$ cat src/hdl/assert_macros.svh
// assertion macros shared by the spectral tone detector rtl
`ifndef ASSERT_MACROS_SVH
`define ASSERT_MACROS_SVH

`ifndef ASSERT_OFF

// expression holds at every clock edge out of reset
`define ASSERT_ALWAYS(lbl, expr, msg) \
  lbl: assert property (@(posedge clk) disable iff (!rst_n) (expr)) else $error(msg);

// consequent holds in the same cycle as the antecedent
`define ASSERT_IMPL(lbl, ante, cons, msg) \
  lbl: assert property (@(posedge clk) disable iff (!rst_n) (ante) |-> (cons)) else $error(msg);

// consequent holds in the cycle after the antecedent
`define ASSERT_NEXT(lbl, ante, cons, msg) \
  lbl: assert property (@(posedge clk) disable iff (!rst_n) (ante) |=> (cons)) else $error(msg);

`else

`define ASSERT_ALWAYS(lbl, expr, msg)
`define ASSERT_IMPL(lbl, ante, cons, msg)
`define ASSERT_NEXT(lbl, ante, cons, msg)

`endif

`endif

$ cat src/hdl/stdet_pkg.sv
// types, constants and register codes of the spectral tone detector
package stdet_pkg;

  // spectrum geometry
  localparam int NUM_BINS = 1024;
  localparam int BIN_W    = $clog2(NUM_BINS);
  localparam int IDX_W    = BIN_W + 1;
  localparam int HALF     = NUM_BINS / 2;

  // field widths
  localparam int MAG_W      = 32;
  localparam int PEAK_OUT_W = 10;
  localparam int FREQ_W     = 17;
  localparam int CODE_W     = 3;
  localparam int CNT_W      = 8;
  localparam int HZ_W       = 13;
  localparam int TOL_W      = 8;
  localparam int CFG_DATA_W = HZ_W;
  localparam int REG_IDX_W  = 3;
  localparam int NUM_BANDS  = 4;

  // register indexes
  localparam logic [REG_IDX_W-1:0] REG_BAND_ONE   = 3'd0;
  localparam logic [REG_IDX_W-1:0] REG_BAND_TWO   = 3'd1;
  localparam logic [REG_IDX_W-1:0] REG_BAND_THREE = 3'd2;
  localparam logic [REG_IDX_W-1:0] REG_BAND_FOUR  = 3'd3;
  localparam logic [REG_IDX_W-1:0] REG_TOLERANCE  = 3'd4;
  localparam logic [REG_IDX_W-1:0] REG_THRESHOLD  = 3'd5;

  // register reset values
  localparam logic [HZ_W-1:0]  BAND_ONE_RST   = 13'd550;
  localparam logic [HZ_W-1:0]  BAND_TWO_RST   = 13'd620;
  localparam logic [HZ_W-1:0]  BAND_THREE_RST = 13'd666;
  localparam logic [HZ_W-1:0]  BAND_FOUR_RST  = 13'd697;
  localparam logic [TOL_W-1:0] TOL_RST        = 8'd3;
  localparam logic [CNT_W-1:0] THRESH_RST     = 8'd50;

  // line through bin 513 at 7800 Hz and bin 1004 at 300 Hz, scaled by 491
  localparam int NUM_C    = 122836800;
  localparam int NUM_RND  = NUM_C + 245;
  localparam int SLOPE    = 120000;
  localparam int SLOPE_W  = 17;
  localparam int DIV      = 491;
  localparam int DIV_W    = 9;
  localparam int X_W      = 27;
  localparam int PROD_W   = SLOPE_W + BIN_W;
  localparam int WIDE_W   = (PROD_W > X_W) ? PROD_W : X_W;
  localparam int RECIP_SH = 28;
  localparam int RECIP    = (1 << RECIP_SH) / DIV;
  localparam int RECIP_W  = 20;
  localparam int Q_W      = 19;
  localparam int R_W      = Q_W + DIV_W;
  localparam logic [FREQ_W-1:0] FREQ_MAX = '1;
  localparam logic [CNT_W-1:0]  CNT_MAX  = '1;

  // band compare width: signed 16 * (centre +- tolerance)
  localparam int CMP_W = HZ_W + 4 + 2;

  localparam logic [CODE_W-1:0] CODE_NONE = 3'd0;

  typedef struct packed {
    logic [BIN_W-1:0]  peak;
    logic [FREQ_W-1:0] freq;
  } freq_item_t;

  typedef struct packed {
    logic [NUM_BANDS-1:0][HZ_W-1:0] band_hz;
    logic [TOL_W-1:0]               tol_hz;
    logic [CNT_W-1:0]               thresh;
  } cfg_t;

endpackage

$ cat src/hdl/stdet_if.sv
// valid/ready channel interfaces for bins in and detection results out
interface stdet_in_if;
  logic                       valid;
  logic                       ready;
  logic [stdet_pkg::MAG_W-1:0] bin_magnitude;
  logic                       frame_end;

  modport source (output valid, output bin_magnitude, output frame_end, input ready);
  modport sink (input valid, input bin_magnitude, input frame_end, output ready);
endinterface

interface stdet_out_if;
  logic                             valid;
  logic                             ready;
  logic [stdet_pkg::PEAK_OUT_W-1:0] peak_bin;
  logic [stdet_pkg::FREQ_W-1:0]     peak_freq_q4;
  logic [stdet_pkg::CODE_W-1:0]     tone_code;
  logic [stdet_pkg::CNT_W-1:0]      repeat_count;
  logic                             detected;

  modport source (output valid, output peak_bin, output peak_freq_q4, output tone_code,
                  output repeat_count, output detected, input ready);
  modport sink (input valid, input peak_bin, input peak_freq_q4, input tone_code,
                input repeat_count, input detected, output ready);
endinterface

$ cat src/hdl/stdet_peak_search.sv
// running peak search over the upper half of each spectrum frame
`include "assert_macros.svh"

module stdet_peak_search (
  input  logic                       clk,
  input  logic                       rst_n,
  stdet_in_if.sink                   in_ch,
  output logic                       pk_valid,
  input  logic                       pk_ready,
  output logic [stdet_pkg::BIN_W-1:0] pk_bin
);

  logic [stdet_pkg::IDX_W-1:0] idx_r, idx_nxt;
  logic [stdet_pkg::MAG_W-1:0] best_r, best_nxt, cur_best;
  logic [stdet_pkg::BIN_W-1:0] best_bin_r, best_bin_nxt, cur_bin;
  logic [stdet_pkg::BIN_W-1:0] pk_bin_r;
  logic                        pk_valid_r, pk_valid_nxt;
  logic                        in_acc, upper, take;

  assign in_ch.ready = !pk_valid_r || pk_ready;
  assign in_acc      = in_ch.valid && in_ch.ready;

  // compare the incoming beat against the best so far
  always_comb begin
    upper = (idx_r >= stdet_pkg::IDX_W'(stdet_pkg::HALF)) &&
            (idx_r <  stdet_pkg::IDX_W'(stdet_pkg::NUM_BINS));
    take     = upper && (in_ch.bin_magnitude > best_r);
    cur_best = take ? in_ch.bin_magnitude : best_r;
    cur_bin  = take ? idx_r[stdet_pkg::BIN_W-1:0] : best_bin_r;
  end

  // frame state update, cleared on the last beat of a frame
  always_comb begin
    idx_nxt      = idx_r;
    best_nxt     = best_r;
    best_bin_nxt = best_bin_r;
    pk_valid_nxt = pk_valid_r && !pk_ready;
    if (in_acc) begin
      if (in_ch.frame_end) begin
        idx_nxt      = '0;
        best_nxt     = '0;
        best_bin_nxt = stdet_pkg::BIN_W'(stdet_pkg::HALF);
        pk_valid_nxt = 1'b1;
      end else begin
        idx_nxt      = (idx_r == stdet_pkg::IDX_W'(stdet_pkg::NUM_BINS)) ? idx_r :
                       idx_r + 1'b1;
        best_nxt     = cur_best;
        best_bin_nxt = cur_bin;
      end
    end
  end

  always_ff @(posedge clk) begin
    if (!rst_n) begin
      idx_r      <= '0;
      best_r     <= '0;
      best_bin_r <= stdet_pkg::BIN_W'(stdet_pkg::HALF);
      pk_valid_r <= 1'b0;
    end else begin
      idx_r      <= idx_nxt;
      best_r     <= best_nxt;
      best_bin_r <= best_bin_nxt;
      pk_valid_r <= pk_valid_nxt;
    end
  end

  // peak of the finished frame
  always_ff @(posedge clk) begin
    if (in_acc && in_ch.frame_end) begin
      pk_bin_r <= cur_bin;
    end
  end

  assign pk_valid = pk_valid_r;
  assign pk_bin   = pk_bin_r;

  `ASSERT_ALWAYS(a_best_upper, best_bin_r >= stdet_pkg::BIN_W'(stdet_pkg::HALF), "best bin left the upper half")
  `ASSERT_NEXT(a_frame_clear, in_acc && in_ch.frame_end, idx_r == '0 && best_r == '0, "frame state not cleared after frame end")

endmodule

$ cat src/hdl/stdet_freq_map.sv
// three stage linear map from peak bin to q4 frequency with rounding
module stdet_freq_map (
  input  logic                        clk,
  input  logic                        rst_n,
  input  logic                        pk_valid,
  output logic                        pk_ready,
  input  logic [stdet_pkg::BIN_W-1:0] pk_bin,
  output logic                        fr_valid,
  input  logic                        fr_ready,
  output stdet_pkg::freq_item_t       fr_item
);

  // stage b: offset minus slope times bin
  logic                          b_v_r;
  logic                          b_neg_r;
  logic [stdet_pkg::X_W-1:0]     b_x_r;
  logic [stdet_pkg::BIN_W-1:0]   b_peak_r;
  // stage c: reciprocal quotient estimate
  logic                          c_v_r;
  logic                          c_neg_r;
  logic [stdet_pkg::X_W-1:0]     c_x_r;
  logic [stdet_pkg::Q_W-1:0]     c_q_r;
  logic [stdet_pkg::BIN_W-1:0]   c_peak_r;
  // stage d: corrected and saturated frequency
  logic                          d_v_r;
  stdet_pkg::freq_item_t         d_item_r;

  logic                          b_ready, c_ready, d_ready;
  logic [stdet_pkg::WIDE_W-1:0]  prod_w;
  logic                          neg;
  logic [stdet_pkg::X_W-1:0]     x_val;
  logic [stdet_pkg::X_W+stdet_pkg::RECIP_W-1:0] qprod;
  logic [stdet_pkg::R_W-1:0]     qdiv, rem;
  logic [stdet_pkg::Q_W-1:0]     q_fix;
  logic [stdet_pkg::FREQ_W-1:0]  freq;

  // bubble-collapsing stage handshakes
  assign d_ready  = !d_v_r || fr_ready;
  assign c_ready  = !c_v_r || d_ready;
  assign b_ready  = !b_v_r || c_ready;
  assign pk_ready = b_ready;

  // numerator, with a flag for bins past the zero crossing
  always_comb begin
    prod_w = stdet_pkg::WIDE_W'(stdet_pkg::PROD_W'(stdet_pkg::SLOPE_W'(stdet_pkg::SLOPE) * pk_bin));
    neg    = prod_w > stdet_pkg::WIDE_W'(stdet_pkg::NUM_C);
    x_val  = stdet_pkg::X_W'(stdet_pkg::WIDE_W'(stdet_pkg::NUM_RND) - prod_w);
  end

  // quotient estimate, low by at most one
  assign qprod = stdet_pkg::X_W'(b_x_r) * stdet_pkg::RECIP_W'(stdet_pkg::RECIP);

  // remainder check and saturation
  always_comb begin
    qdiv  = stdet_pkg::R_W'(c_q_r * stdet_pkg::DIV_W'(stdet_pkg::DIV));
    rem   = stdet_pkg::R_W'(c_x_r) - qdiv;
    q_fix = (rem >= stdet_pkg::R_W'(stdet_pkg::DIV)) ? c_q_r + 1'b1 : c_q_r;
    if (c_neg_r) begin
      freq = '0;
    end else if (q_fix > stdet_pkg::Q_W'(stdet_pkg::FREQ_MAX)) begin
      freq = stdet_pkg::FREQ_MAX;
    end else begin
      freq = q_fix[stdet_pkg::FREQ_W-1:0];
    end
  end

  always_ff @(posedge clk) begin
    if (!rst_n) begin
      b_v_r <= 1'b0;
      c_v_r <= 1'b0;
      d_v_r <= 1'b0;
    end else begin
      if (b_ready) begin
        b_v_r <= pk_valid;
      end
      if (c_ready) begin
        c_v_r <= b_v_r;
      end
      if (d_ready) begin
        d_v_r <= c_v_r;
      end
    end
  end

  // payload registers
  always_ff @(posedge clk) begin
    if (b_ready && pk_valid) begin
      b_neg_r  <= neg;
      b_x_r    <= x_val;
      b_peak_r <= pk_bin;
    end
    if (c_ready && b_v_r) begin
      c_neg_r  <= b_neg_r;
      c_x_r    <= b_x_r;
      c_q_r    <= qprod[stdet_pkg::RECIP_SH +: stdet_pkg::Q_W];
      c_peak_r <= b_peak_r;
    end
    if (d_ready && c_v_r) begin
      d_item_r.peak <= c_peak_r;
      d_item_r.freq <= freq;
    end
  end

  assign fr_valid = d_v_r;
  assign fr_item  = d_item_r;

endmodule

$ cat src/hdl/stdet_tone_class.sv
// band classification, persistence count and result register
`include "assert_macros.svh"

module stdet_tone_class (
  input  logic                  clk,
  input  logic                  rst_n,
  input  logic                  fr_valid,
  output logic                  fr_ready,
  input  stdet_pkg::freq_item_t fr_item,
  input  stdet_pkg::cfg_t       cfg,
  stdet_out_if.source           out_ch
);

  logic                              e_v_r;
  logic [stdet_pkg::CODE_W-1:0]      e_code_r;
  stdet_pkg::freq_item_t             e_item_r;
  logic                              o_v_r;
  logic [stdet_pkg::PEAK_OUT_W-1:0]  o_peak_r;
  logic [stdet_pkg::FREQ_W-1:0]      o_freq_r;
  logic [stdet_pkg::CODE_W-1:0]      o_code_r;
  logic                              o_det_r;
  logic [stdet_pkg::CODE_W-1:0]      prev_r;
  logic [stdet_pkg::CNT_W-1:0]       cnt_r, cnt_nxt;
  logic [stdet_pkg::CODE_W-1:0]      code;
  logic                              e_ready, o_ready, o_load;

  assign o_ready  = !o_v_r || out_ch.ready;
  assign e_ready  = !e_v_r || o_ready;
  assign fr_ready = e_ready;
  assign o_load   = o_ready && e_v_r;

  // first matching open band wins
  always_comb begin
    logic signed [stdet_pkg::CMP_W-1:0] lo, hi, f_s;
    code = stdet_pkg::CODE_NONE;
    f_s  = $signed(stdet_pkg::CMP_W'(fr_item.freq));
    for (int k = stdet_pkg::NUM_BANDS - 1; k >= 0; k--) begin
      lo = $signed(stdet_pkg::CMP_W'({cfg.band_hz[k], 4'b0}) -
                   stdet_pkg::CMP_W'({cfg.tol_hz, 4'b0}));
      hi = $signed(stdet_pkg::CMP_W'({cfg.band_hz[k], 4'b0}) +
                   stdet_pkg::CMP_W'({cfg.tol_hz, 4'b0}));
      if (f_s > lo && f_s < hi) begin
        code = stdet_pkg::CODE_W'(k + 1);
      end
    end
  end

  // repeat count: saturating on a repeated code, cleared on a change
  always_comb begin
    if (e_code_r == prev_r) begin
      cnt_nxt = (cnt_r == stdet_pkg::CNT_MAX) ? cnt_r : cnt_r + 1'b1;
    end else begin
      cnt_nxt = '0;
    end
  end

  always_ff @(posedge clk) begin
    if (!rst_n) begin
      e_v_r  <= 1'b0;
      o_v_r  <= 1'b0;
      prev_r <= stdet_pkg::CODE_NONE;
      cnt_r  <= '0;
    end else begin
      if (e_ready) begin
        e_v_r <= fr_valid;
      end
      if (o_ready) begin
        o_v_r <= e_v_r;
      end
      if (o_load) begin
        prev_r <= e_code_r;
        cnt_r  <= cnt_nxt;
      end
    end
  end

  // payload registers
  always_ff @(posedge clk) begin
    if (e_ready && fr_valid) begin
      e_code_r <= code;
      e_item_r <= fr_item;
    end
    if (o_load) begin
      o_peak_r <= stdet_pkg::PEAK_OUT_W'(e_item_r.peak);
      o_freq_r <= e_item_r.freq;
      o_code_r <= e_code_r;
      o_det_r  <= cnt_nxt >= cfg.thresh;
    end
  end

  assign out_ch.valid        = o_v_r;
  assign out_ch.peak_bin     = o_peak_r;
  assign out_ch.peak_freq_q4 = o_freq_r;
  assign out_ch.tone_code    = o_code_r;
  assign out_ch.repeat_count = cnt_r;
  assign out_ch.detected     = o_det_r;

  `ASSERT_IMPL(a_code_range, e_v_r, e_code_r <= stdet_pkg::CODE_W'(stdet_pkg::NUM_BANDS), "tone code out of range")
  `ASSERT_NEXT(a_cnt_step, o_load && e_code_r == prev_r && cnt_r != stdet_pkg::CNT_MAX, cnt_r == stdet_pkg::CNT_W'($past(cnt_r) + 1'b1), "repeat count did not advance")
  `ASSERT_NEXT(a_cnt_clear, o_load && e_code_r != prev_r, cnt_r == '0 && prev_r == $past(e_code_r), "code change did not restart count")

endmodule

$ cat src/hdl/spectral_tone_detector_top.sv
// Spectral tone detector: upper-half peak search, bin to q4 frequency, band code.
// Throughput: one bin beat per cycle while in_ch.ready is high; a frame's result follows its last bin.
// Path: once the frame_end beat is taken the result passes the peak register, three frequency
// map stages (b, c, d), the band register and the result register; each stage can stall.
// Reset: synchronous active-low; config regs return to defaults, frame state and
// persistence count clear; no memories, so no clearing pass.
module spectral_tone_detector_top (
  input  logic                             clk,
  input  logic                             rst_n,
  stdet_in_if.sink                         in_ch,
  stdet_out_if.source                      out_ch,
  input  logic                             cfg_we,
  input  logic [stdet_pkg::REG_IDX_W-1:0]  cfg_index,
  input  logic [stdet_pkg::CFG_DATA_W-1:0] cfg_data
);

  logic [stdet_pkg::NUM_BANDS-1:0][stdet_pkg::HZ_W-1:0] band_r;
  logic [stdet_pkg::TOL_W-1:0] tol_r;
  logic [stdet_pkg::CNT_W-1:0] thresh_r;
  stdet_pkg::cfg_t             cfg;

  logic                        pk_valid, pk_ready;
  logic [stdet_pkg::BIN_W-1:0] pk_bin;
  logic                        fr_valid, fr_ready;
  stdet_pkg::freq_item_t       fr_item;

  // configuration registers
  always_ff @(posedge clk) begin
    if (!rst_n) begin
      band_r[0] <= stdet_pkg::BAND_ONE_RST;
      band_r[1] <= stdet_pkg::BAND_TWO_RST;
      band_r[2] <= stdet_pkg::BAND_THREE_RST;
      band_r[3] <= stdet_pkg::BAND_FOUR_RST;
      tol_r     <= stdet_pkg::TOL_RST;
      thresh_r  <= stdet_pkg::THRESH_RST;
    end else if (cfg_we) begin
      case (cfg_index)
        stdet_pkg::REG_BAND_ONE:   band_r[0] <= cfg_data[stdet_pkg::HZ_W-1:0];
        stdet_pkg::REG_BAND_TWO:   band_r[1] <= cfg_data[stdet_pkg::HZ_W-1:0];
        stdet_pkg::REG_BAND_THREE: band_r[2] <= cfg_data[stdet_pkg::HZ_W-1:0];
        stdet_pkg::REG_BAND_FOUR:  band_r[3] <= cfg_data[stdet_pkg::HZ_W-1:0];
        stdet_pkg::REG_TOLERANCE:  tol_r     <= cfg_data[stdet_pkg::TOL_W-1:0];
        stdet_pkg::REG_THRESHOLD:  thresh_r  <= cfg_data[stdet_pkg::CNT_W-1:0];
        default: ;
      endcase
    end
  end

  always_comb begin
    cfg.band_hz = band_r;
    cfg.tol_hz  = tol_r;
    cfg.thresh  = thresh_r;
  end

  stdet_peak_search u_search (
    .clk      (clk),
    .rst_n    (rst_n),
    .in_ch    (in_ch),
    .pk_valid (pk_valid),
    .pk_ready (pk_ready),
    .pk_bin   (pk_bin)
  );

  stdet_freq_map u_freq (
    .clk      (clk),
    .rst_n    (rst_n),
    .pk_valid (pk_valid),
    .pk_ready (pk_ready),
    .pk_bin   (pk_bin),
    .fr_valid (fr_valid),
    .fr_ready (fr_ready),
    .fr_item  (fr_item)
  );

  stdet_tone_class u_class (
    .clk      (clk),
    .rst_n    (rst_n),
    .fr_valid (fr_valid),
    .fr_ready (fr_ready),
    .fr_item  (fr_item),
    .cfg      (cfg),
    .out_ch   (out_ch)
  );

endmodule
$ cat src/flat_wrapper.sv
// flat-port wrapper written by rule: the top's interface ports become plain ports
module spectral_tone_detector_top_flat 
  (clk, rst_n, cfg_we, cfg_index, cfg_data, in_ch_valid, in_ch_bin_magnitude, in_ch_frame_end, in_ch_ready, out_ch_valid, out_ch_peak_bin, out_ch_peak_freq_q4, out_ch_tone_code, out_ch_repeat_count, out_ch_detected, out_ch_ready);
  stdet_in_if in_ch_i ();
  stdet_out_if out_ch_i ();
  input  logic clk;
  input  logic rst_n;
  input  logic cfg_we;
  input  logic [stdet_pkg::REG_IDX_W-1:0] cfg_index;
  input  logic [stdet_pkg::CFG_DATA_W-1:0] cfg_data;
  input wire logic [$bits(in_ch_i.valid)-1:0] in_ch_valid;
  input wire logic [$bits(in_ch_i.bin_magnitude)-1:0] in_ch_bin_magnitude;
  input wire logic [$bits(in_ch_i.frame_end)-1:0] in_ch_frame_end;
  output wire logic [$bits(in_ch_i.ready)-1:0] in_ch_ready;
  output wire logic [$bits(out_ch_i.valid)-1:0] out_ch_valid;
  output wire logic [$bits(out_ch_i.peak_bin)-1:0] out_ch_peak_bin;
  output wire logic [$bits(out_ch_i.peak_freq_q4)-1:0] out_ch_peak_freq_q4;
  output wire logic [$bits(out_ch_i.tone_code)-1:0] out_ch_tone_code;
  output wire logic [$bits(out_ch_i.repeat_count)-1:0] out_ch_repeat_count;
  output wire logic [$bits(out_ch_i.detected)-1:0] out_ch_detected;
  input wire logic [$bits(out_ch_i.ready)-1:0] out_ch_ready;
  assign in_ch_i.valid = in_ch_valid;
  assign in_ch_i.bin_magnitude = in_ch_bin_magnitude;
  assign in_ch_i.frame_end = in_ch_frame_end;
  assign in_ch_ready = in_ch_i.ready;
  assign out_ch_valid = out_ch_i.valid;
  assign out_ch_peak_bin = out_ch_i.peak_bin;
  assign out_ch_peak_freq_q4 = out_ch_i.peak_freq_q4;
  assign out_ch_tone_code = out_ch_i.tone_code;
  assign out_ch_repeat_count = out_ch_i.repeat_count;
  assign out_ch_detected = out_ch_i.detected;
  assign out_ch_i.ready = out_ch_ready;
  spectral_tone_detector_top u_core (.clk(clk), .rst_n(rst_n), .in_ch(in_ch_i), .out_ch(out_ch_i), .cfg_we(cfg_we), .cfg_index(cfg_index), .cfg_data(cfg_data));
endmodule
$ cat config.mk
export PLATFORM = sky130hd
export DESIGN_NAME = spectral_tone_detector_top_flat
export DESIGN_NICKNAME = d
export VERILOG_FILES = /design/src/hdl/stdet_pkg.sv /design/src/hdl/stdet_if.sv /design/src/hdl/stdet_peak_search.sv /design/src/hdl/stdet_freq_map.sv /design/src/hdl/stdet_tone_class.sv /design/src/hdl/spectral_tone_detector_top.sv /design/src/flat_wrapper.sv
export VERILOG_INCLUDE_DIRS = /design/src /design/src/hdl
export SDC_FILE = /design/constraint.sdc
export NUM_CORES = 2
export LEC_CHECK = 0
export BUFFER_PORTS_ARGS = -buffer_cell sky130_fd_sc_hd__buf_2
export CORE_MARGIN = 3
export CORE_UTILIZATION = 45
export CTS_CLUSTER_SIZE = 14
export DETAILED_ROUTE_END_ITERATION = 8
export HOLD_SLACK_MARGIN = 0.15
export PLACE_DENSITY_LB_ADDON = 0.08
export SLEW_MARGIN = 20
export SYNTH_ARGS = -nofsm -noshare
export SYNTH_HDL_FRONTEND = slang
export SYNTH_SLANG_ARGS = --single-unit
export TNS_END_PERCENT = 1
$ cat constraint.sdc
create_clock -name clk -period 8.7 [get_ports clk]
set_clock_uncertainty 0.15 [all_clocks]
set_input_delay 1.305 -clock clk [delete_from_list [all_inputs] [get_ports clk]]
set_output_delay 1.305 -clock clk [all_outputs]
set_load 0.01 [all_outputs]
---- Yosys cells after proc, flatten, opt, wreduce, memory -nomap -nowiden ----
Cells that the tools add are included.
word-level totals
  register bits after elaboration ......... 331
  input port bits ......................... 54
  output and inout bits ................... 41
  word-level logic and storage cells ...... 128
operators by class
  add/subtract/negate cells ............... 13
  multipliers ............................. 3
  order comparisons ....................... 15
  equal/unequal tests ..................... 9
  muxes and demuxes ....................... 15
  reduce and logical (&&, ||, !) cells .... 38
operator list
  kind                                                                               count
  17-bit by 12-bit adder with 18-bit output                                          4
  18-bit greater-than comparator                                                     4
  17-bit by 18-bit less-than comparator with 1-bit output                            4
  17-bit by 12-bit subtractor with 18-bit output                                     4
  32-bit 2-to-1 mux                                                                  2
  27-bit by 20-bit multiplier with 47-bit output, second input constant              1
  32-bit greater-than comparator                                                     1
  28-bit by 9-bit >= comparator with 1-bit output, second input constant             1
  19-bit by 9-bit multiplier with 28-bit output, second input constant               1
  27-bit by 28-bit subtractor with 28-bit output                                     1
  27-bit greater-than comparator, second input constant                              1
  27-bit subtractor, first input constant                                            1
  11-bit 2-to-1 mux                                                                  2
  11-bit by 10-bit multiplier with 21-bit output, first input constant               1
  10-bit 2-to-1 mux                                                                  2
  19-bit by 1-bit adder with 19-bit output, second input constant                    1
  19-bit by 17-bit greater-than comparator with 1-bit output, second input constant  1
  19-bit 2-to-1 mux                                                                  1
  17-bit 2-to-1 mux                                                                  1
  8-bit 2-to-1 mux                                                                   2
  2-bit AND reduction                                                                8
  1-bit logical AND                                                                  14
  11-bit by 1-bit adder with 11-bit output, second input constant                    1
  11-bit equality test, second input constant                                        1
  other kinds (18)                                                                   33

---- Longest topological paths before layout ----
  depth after elaboration ................. 10
  mapped depth ............................ 25
  depth with buffers taken out ............ 25

---- Hierarchy ----
A second synthesis with hierarchy kept.
unflattened totals
  cells, all modules ...................... 3353
  area total of the unflattened synthesis .. 33938.8 µm²
by module, submodules not included
  module                      instances  cells an instance  area an instance (µm²)  sequential area each (µm²)
  stdet_freq_map              1          1845               19507.5                 3303.2
  stdet_tone_class            1          908                8348.0                  2092.0
  stdet_peak_search           1          349                3463.3                  1381.3
  spectral_tone_detector_top  1          251                2620.0                  1361.3

---- Least setup slack after synthesis ----
Ideal clock, no wire load.
  kind .................................... register to register
  start ................................... register u_core.u_freq.c_q_r[0] in the netlist's numbering
  end ..................................... register u_core.u_freq.d_item_r (netlist bit u_core.u_freq.fr_item[10]), data pin
  setup time .............................. 0.266 ns
  arrival ................................. 6.226 ns
  required time ........................... 8.284 ns
  setup slack ............................. 2.058 ns
  stages on the path, launching flop included .. 24
  path buffers ............................ 3
  clock period less this slack ............ 6.642 ns
  path through ............................ edfxtp_1 clkbuf_1 inv_1 fa_1 fa_1 fa_1 fa_1 inv_1 fa_1 inv_1 ha_1 buf_2 a21oi_2 nand2_1 nor4b_4 or2_2 a21oi_1 or4b_1 or4_1 and4bb_4 buf_12 o21ai_2 xnor2_2 o21ai_1
between the ends
  longest elaborated chain between the ends .. 6
  elaborated cells between the ends (all ways) .. 7
  classes of those cells .................. add/sub (2); mul (1); order compare (2); mux (2)
RTL lines
  what                                                        RTL line              source
  start, declared                                             stdet_freq_map.sv:22  logic [stdet_pkg::Q_W-1:0] c_q_r;
  start signal, assigned                                      stdet_freq_map.sv:95  c_q_r <= qprod[stdet_pkg::RECIP_SH +: stdet_pkg::Q_W];
  19-bit by 9-bit multiplier with 28-bit output               stdet_freq_map.sv:55  qdiv = stdet_pkg::R_W'(c_q_r * stdet_pkg::DIV_W'(stdet_pkg::DIV));
  27-bit by 28-bit subtractor with 28-bit output              stdet_freq_map.sv:56  rem = stdet_pkg::R_W'(c_x_r) - qdiv;
  28-bit by 9-bit >= comparator with 1-bit output             stdet_freq_map.sv:57  q_fix = (rem >= stdet_pkg::R_W'(stdet_pkg::DIV)) ? c_q_r + 1'b1 : c_q_r;
  19-bit 2-to-1 mux *                                         stdet_freq_map.sv:57
  19-bit by 17-bit greater-than comparator with 1-bit output  stdet_freq_map.sv:60  end else if (q_fix > stdet_pkg::Q_W'(stdet_pkg::FREQ_MAX)) begin
  17-bit 2-to-1 mux *                                         stdet_freq_map.sv:60
  end, declared                                               stdet_freq_map.sv:26  stdet_pkg::freq_item_t d_item_r;
Mark *: on every way between the ends. The rest lies on a longest branch, timed or not.
A chain may end at the register's enable or synchronous reset.

---- Worst setup path in the final report ----
  start ................................... register u_core.u_freq.c_q_r[0] in the netlist's numbering
  end ..................................... register u_core.u_freq.d_item_r (netlist bit u_core.u_freq.fr_item[9]), data pin
The elaborated chain is that of the path after synthesis.

==> impl_metrics.yaml <==
status:
  status: "finished clean"
clock_network:
  cts_tree: "yes"
  cts-root-buf: "clkbuf_16"
  path_clk_slew_ns: 0.07
  numClockSinks: 317
  cts_resized: 0
  postCtsSetupBuffers: 0
  cts_max_path_buffers: 3
  clk_latency_ns: 0.60
  htreeDepth: 2
  numCtsBuffers: 40
  cts_hold_buf: 0
place:
  io_buffers: 94
  finalWeightedCongestion: 0.8874
  dp_hpwl_um: 67140
  pre_cts_ws_ns: 0.9966
  numPlacedInstances: 4388
sta:
  layout_setup_ws_ns: 0.9955
  finalCriticalPeriod_ns: 7.704
  setup_violations: 0
  drv_slew: 0
  rsz0062_at_grt: "no"
  tns_ns: 0
  period_share: 0.8856
  worstMarginPinSlew_ns: 1.108
  finalHoldViolCount: 0
  relSlewSlack: 0.2585
  max_freq_ghz: 0.1298
yosys:
  synth_area_um2: 33430
  syn_nets: 4339
  yosys_warnings: 0
  ys_async_sr_fraction: 0
  syn_avg_cell_area_um2: 9.828
  seq_area_frac_synth: 0.2434
  yosys_most_used_dff: "edfxtp_1"
  synth_cells: 3402
  ys_types: 82
  synth_edf_count: 179
  synth-seq-cells: 317
grt:
  grt_pass1_vias: 24560
  grt_pass1_wl_um: 134400
  grt_max_degree: 92
  overflow: 0
  antenna_found_initial: 2
  track_usage: 0.2160
min_path:
  hold_depth: 0
  hp-class: "flip-flop to flip-flop"
  worst_hold_path.endpoint: "u_core.u_freq.c_peak_r[5]$_DFFE_PP_"
  worstHoldStart: "u_core.u_freq.b_peak_r[5]$_DFFE_PP_"
setup_path:
  critical_path_class: "flip-flop to flip-flop"
  cp_data_required_time_ns: 8.97
  cp_max_fo: 17
  r2r_start: "u_core.u_freq.c_q_r[0]$_DFFE_PP_"
  cp-end-kind: "flip-flop"
  rr_worst_depth: 19
  r2r_slack_ns: 1.0
  arrival_ns: 7.97
  cp-start-kind: "flip-flop"
  timing.rr.end: "u_core.u_freq.fr_item[9]$_SDFFCE_PP0P_"
cells_and_area:
  area_growth_pct: 8.652
  layout-drive-gt1-share: 0.06425
  mostFrequentLayoutCells: "ha_1, inv_1, fa_1"
  layout_commonest_cell: "ha_1"
  nets: 4408
  layout.cells.non_filler: 4462
routing:
  drc_errors: 0
  wl_um: 83010
  ant_nets: 0
  wl_per_cell_um: 18.60
  vias_per_cell: 5.334
  drtIter0Drc: 1169
  vias: 23800
  dr.pass1.iters: 5
run:
  cap_violations: 0
floorplanning:
  core_area_um2: 73330
  fp.dieH_um: 278.6
  std_cell_rows: 99
  io_pins: 95
  die_w_um: 278.6
  start_util: 0.4559
  die_area_um2: 77610
[synth_stat cells (7+ instances only)]
cell type	number	area [um2]
xor2_1	57	499.2
a21oi_1	145	725.7
xnor2_2	10	162.7
nand2_1	263	987.2
nor2b_1	34	212.7
or3_1	12	75.07
o211ai_1	19	142.6
dfxtp_1	138	2763
nand4_1	38	237.7
a21boi_0	61	457.9
o21ai_0	89	445.4
a221oi_1	16	140.1
o21a_1	29	217.7
fa_1	304	6086
nor2_1	139	521.8
clkbuf_1	68	255.2
a31oi_1	11	68.82
o21ai_1	12	60.06
nor3_1	27	135.1
o21ai_2	10	87.58
a211oi_1	13	97.59
a21o_1	54	405.4
o31ai_1	37	277.8
nand3_1	109	545.5
o21bai_1	32	240.2
xnor2_1	122	1069
edfxtp_1	179	5375
mux2_2	9	101.4
nand2b_1	34	212.7
a22o_1	9	78.83
inv_1	569	2136
and3_1	33	206.5
ha_1	579	7244
nor4_1	12	75.07
a221o_1	7	70.07
and2_1	15	93.84
[worst max-delay path: stages, from the launching register on]
cell and delay (ns):
edfxtp_1 0.69, inv_1 0.21, fa_1 0.60, fa_1 0.45, fa_1 0.53, fa_1 0.54
inv_1 0.05, fa_1 0.49, inv_1 0.04, ha_1 0.42, nand4_1 0.18, a211oi_2 0.33
nor4_1 0.13, o41a_1 0.50, o221ai_1 0.32, o21ai_0 0.22, nor4_1 0.54, nand4_1 0.32
a221o_1 0.66, o21ai_1 0.19
[state kept, by name, indices dropped and copies added, names as in the netlist, 17 cells and up]
signal	count
u_core.u_freq.c_q_r	19
u_core.band_r	52
u_core.u_freq.b_x_r	20
u_core.u_freq.fr_item	27
u_core.u_class.out_ch.peak_freq_q4	17
u_core.u_freq.c_x_r	20
u_core.u_search.best_r	32
u_core.u_class.e_item_r	27
[per-layer routing]
layer  wire [um]  track usage
met4        1558      0.04364
met3        3407      0.02600
met1       39560       0.3056
met2       38490       0.3588
met5           0            0
[final cells by class]
| type | count | area (um2) |
|---|---|---|
| fill | 6820 | 37000 |
| timing repair buffer | 105 | 553.0 |
| tap | 959 | 1200 |
| multi-input combinational | 2437 | 22910 |
| antenna | 1 | 2.502 |
| sequential | 317 | 8138 |
| inverter | 570 | 2140 |
| clock inverter | 25 | 354.1 |
| clock buffer | 48 | 1031 |
[per-stage QoR]
stage | hold WS [ns] | utilization | area, um2
after floorplan | 0.2503 | - | 33430
after global placement | 0.2513 | 0.4764 | 34940
after detailed placement | 0.2545 | 0.4764 | 34940
after CTS | 0.2655 | 0.4953 | 36320
after global routing | 0.2708 | 0.4954 | 36330
final | 0.2653 | 0.4954 | 36330
[worst max path at each step]
stage | endpoint | start | slack (ns) | cells after the start
after floorplan | u_core.u_freq.fr_item[10]$_SDFFCE_PP0P_ | u_core.u_freq.c_q_r[0]$_DFFE_PP_ | 2.06 | 23
after global placement | u_core.u_freq.fr_item[7]$_SDFFCE_PP0P_ | u_core.u_freq.c_q_r[0]$_DFFE_PP_ | 1.14 | 19
after detailed placement | u_core.u_freq.fr_item[1]$_SDFFCE_PP0P_ | u_core.u_freq.c_q_r[0]$_DFFE_PP_ | 1.0 | 19
after CTS | u_core.u_freq.fr_item[1]$_SDFFCE_PP0P_ | u_core.u_freq.c_q_r[0]$_DFFE_PP_ | 1.03 | 19
after global routing | u_core.u_freq.fr_item[9]$_SDFFCE_PP0P_ | u_core.u_freq.c_q_r[0]$_DFFE_PP_ | 0.60 | 19
final | u_core.u_freq.fr_item[9]$_SDFFCE_PP0P_ | u_core.u_freq.c_q_r[0]$_DFFE_PP_ | 1.0 | 19
[logic make-up (layout without fill, tap and decap cells)]
family / after synthesis / after routing / synth area share
AOI/OAI and AO/OA: 602 / 602 / 0.1208
xor gates and xnor gates: 189 / 189 / 0.05176
adders and majority gates: 883 / 883 / 0.3987
buffers and inverters: 648 / 748 / 0.07335
DFF: 317 / 317 / 0.2434
muxes: 12 / 12 / 0.003929
other: 0 / 1 / 0
and+or+nand+nor: 751 / 751 / 0.1080
Power is not shown: default switching activity piles up to over one toggle a cycle in this logic, so the estimate is an artifact.
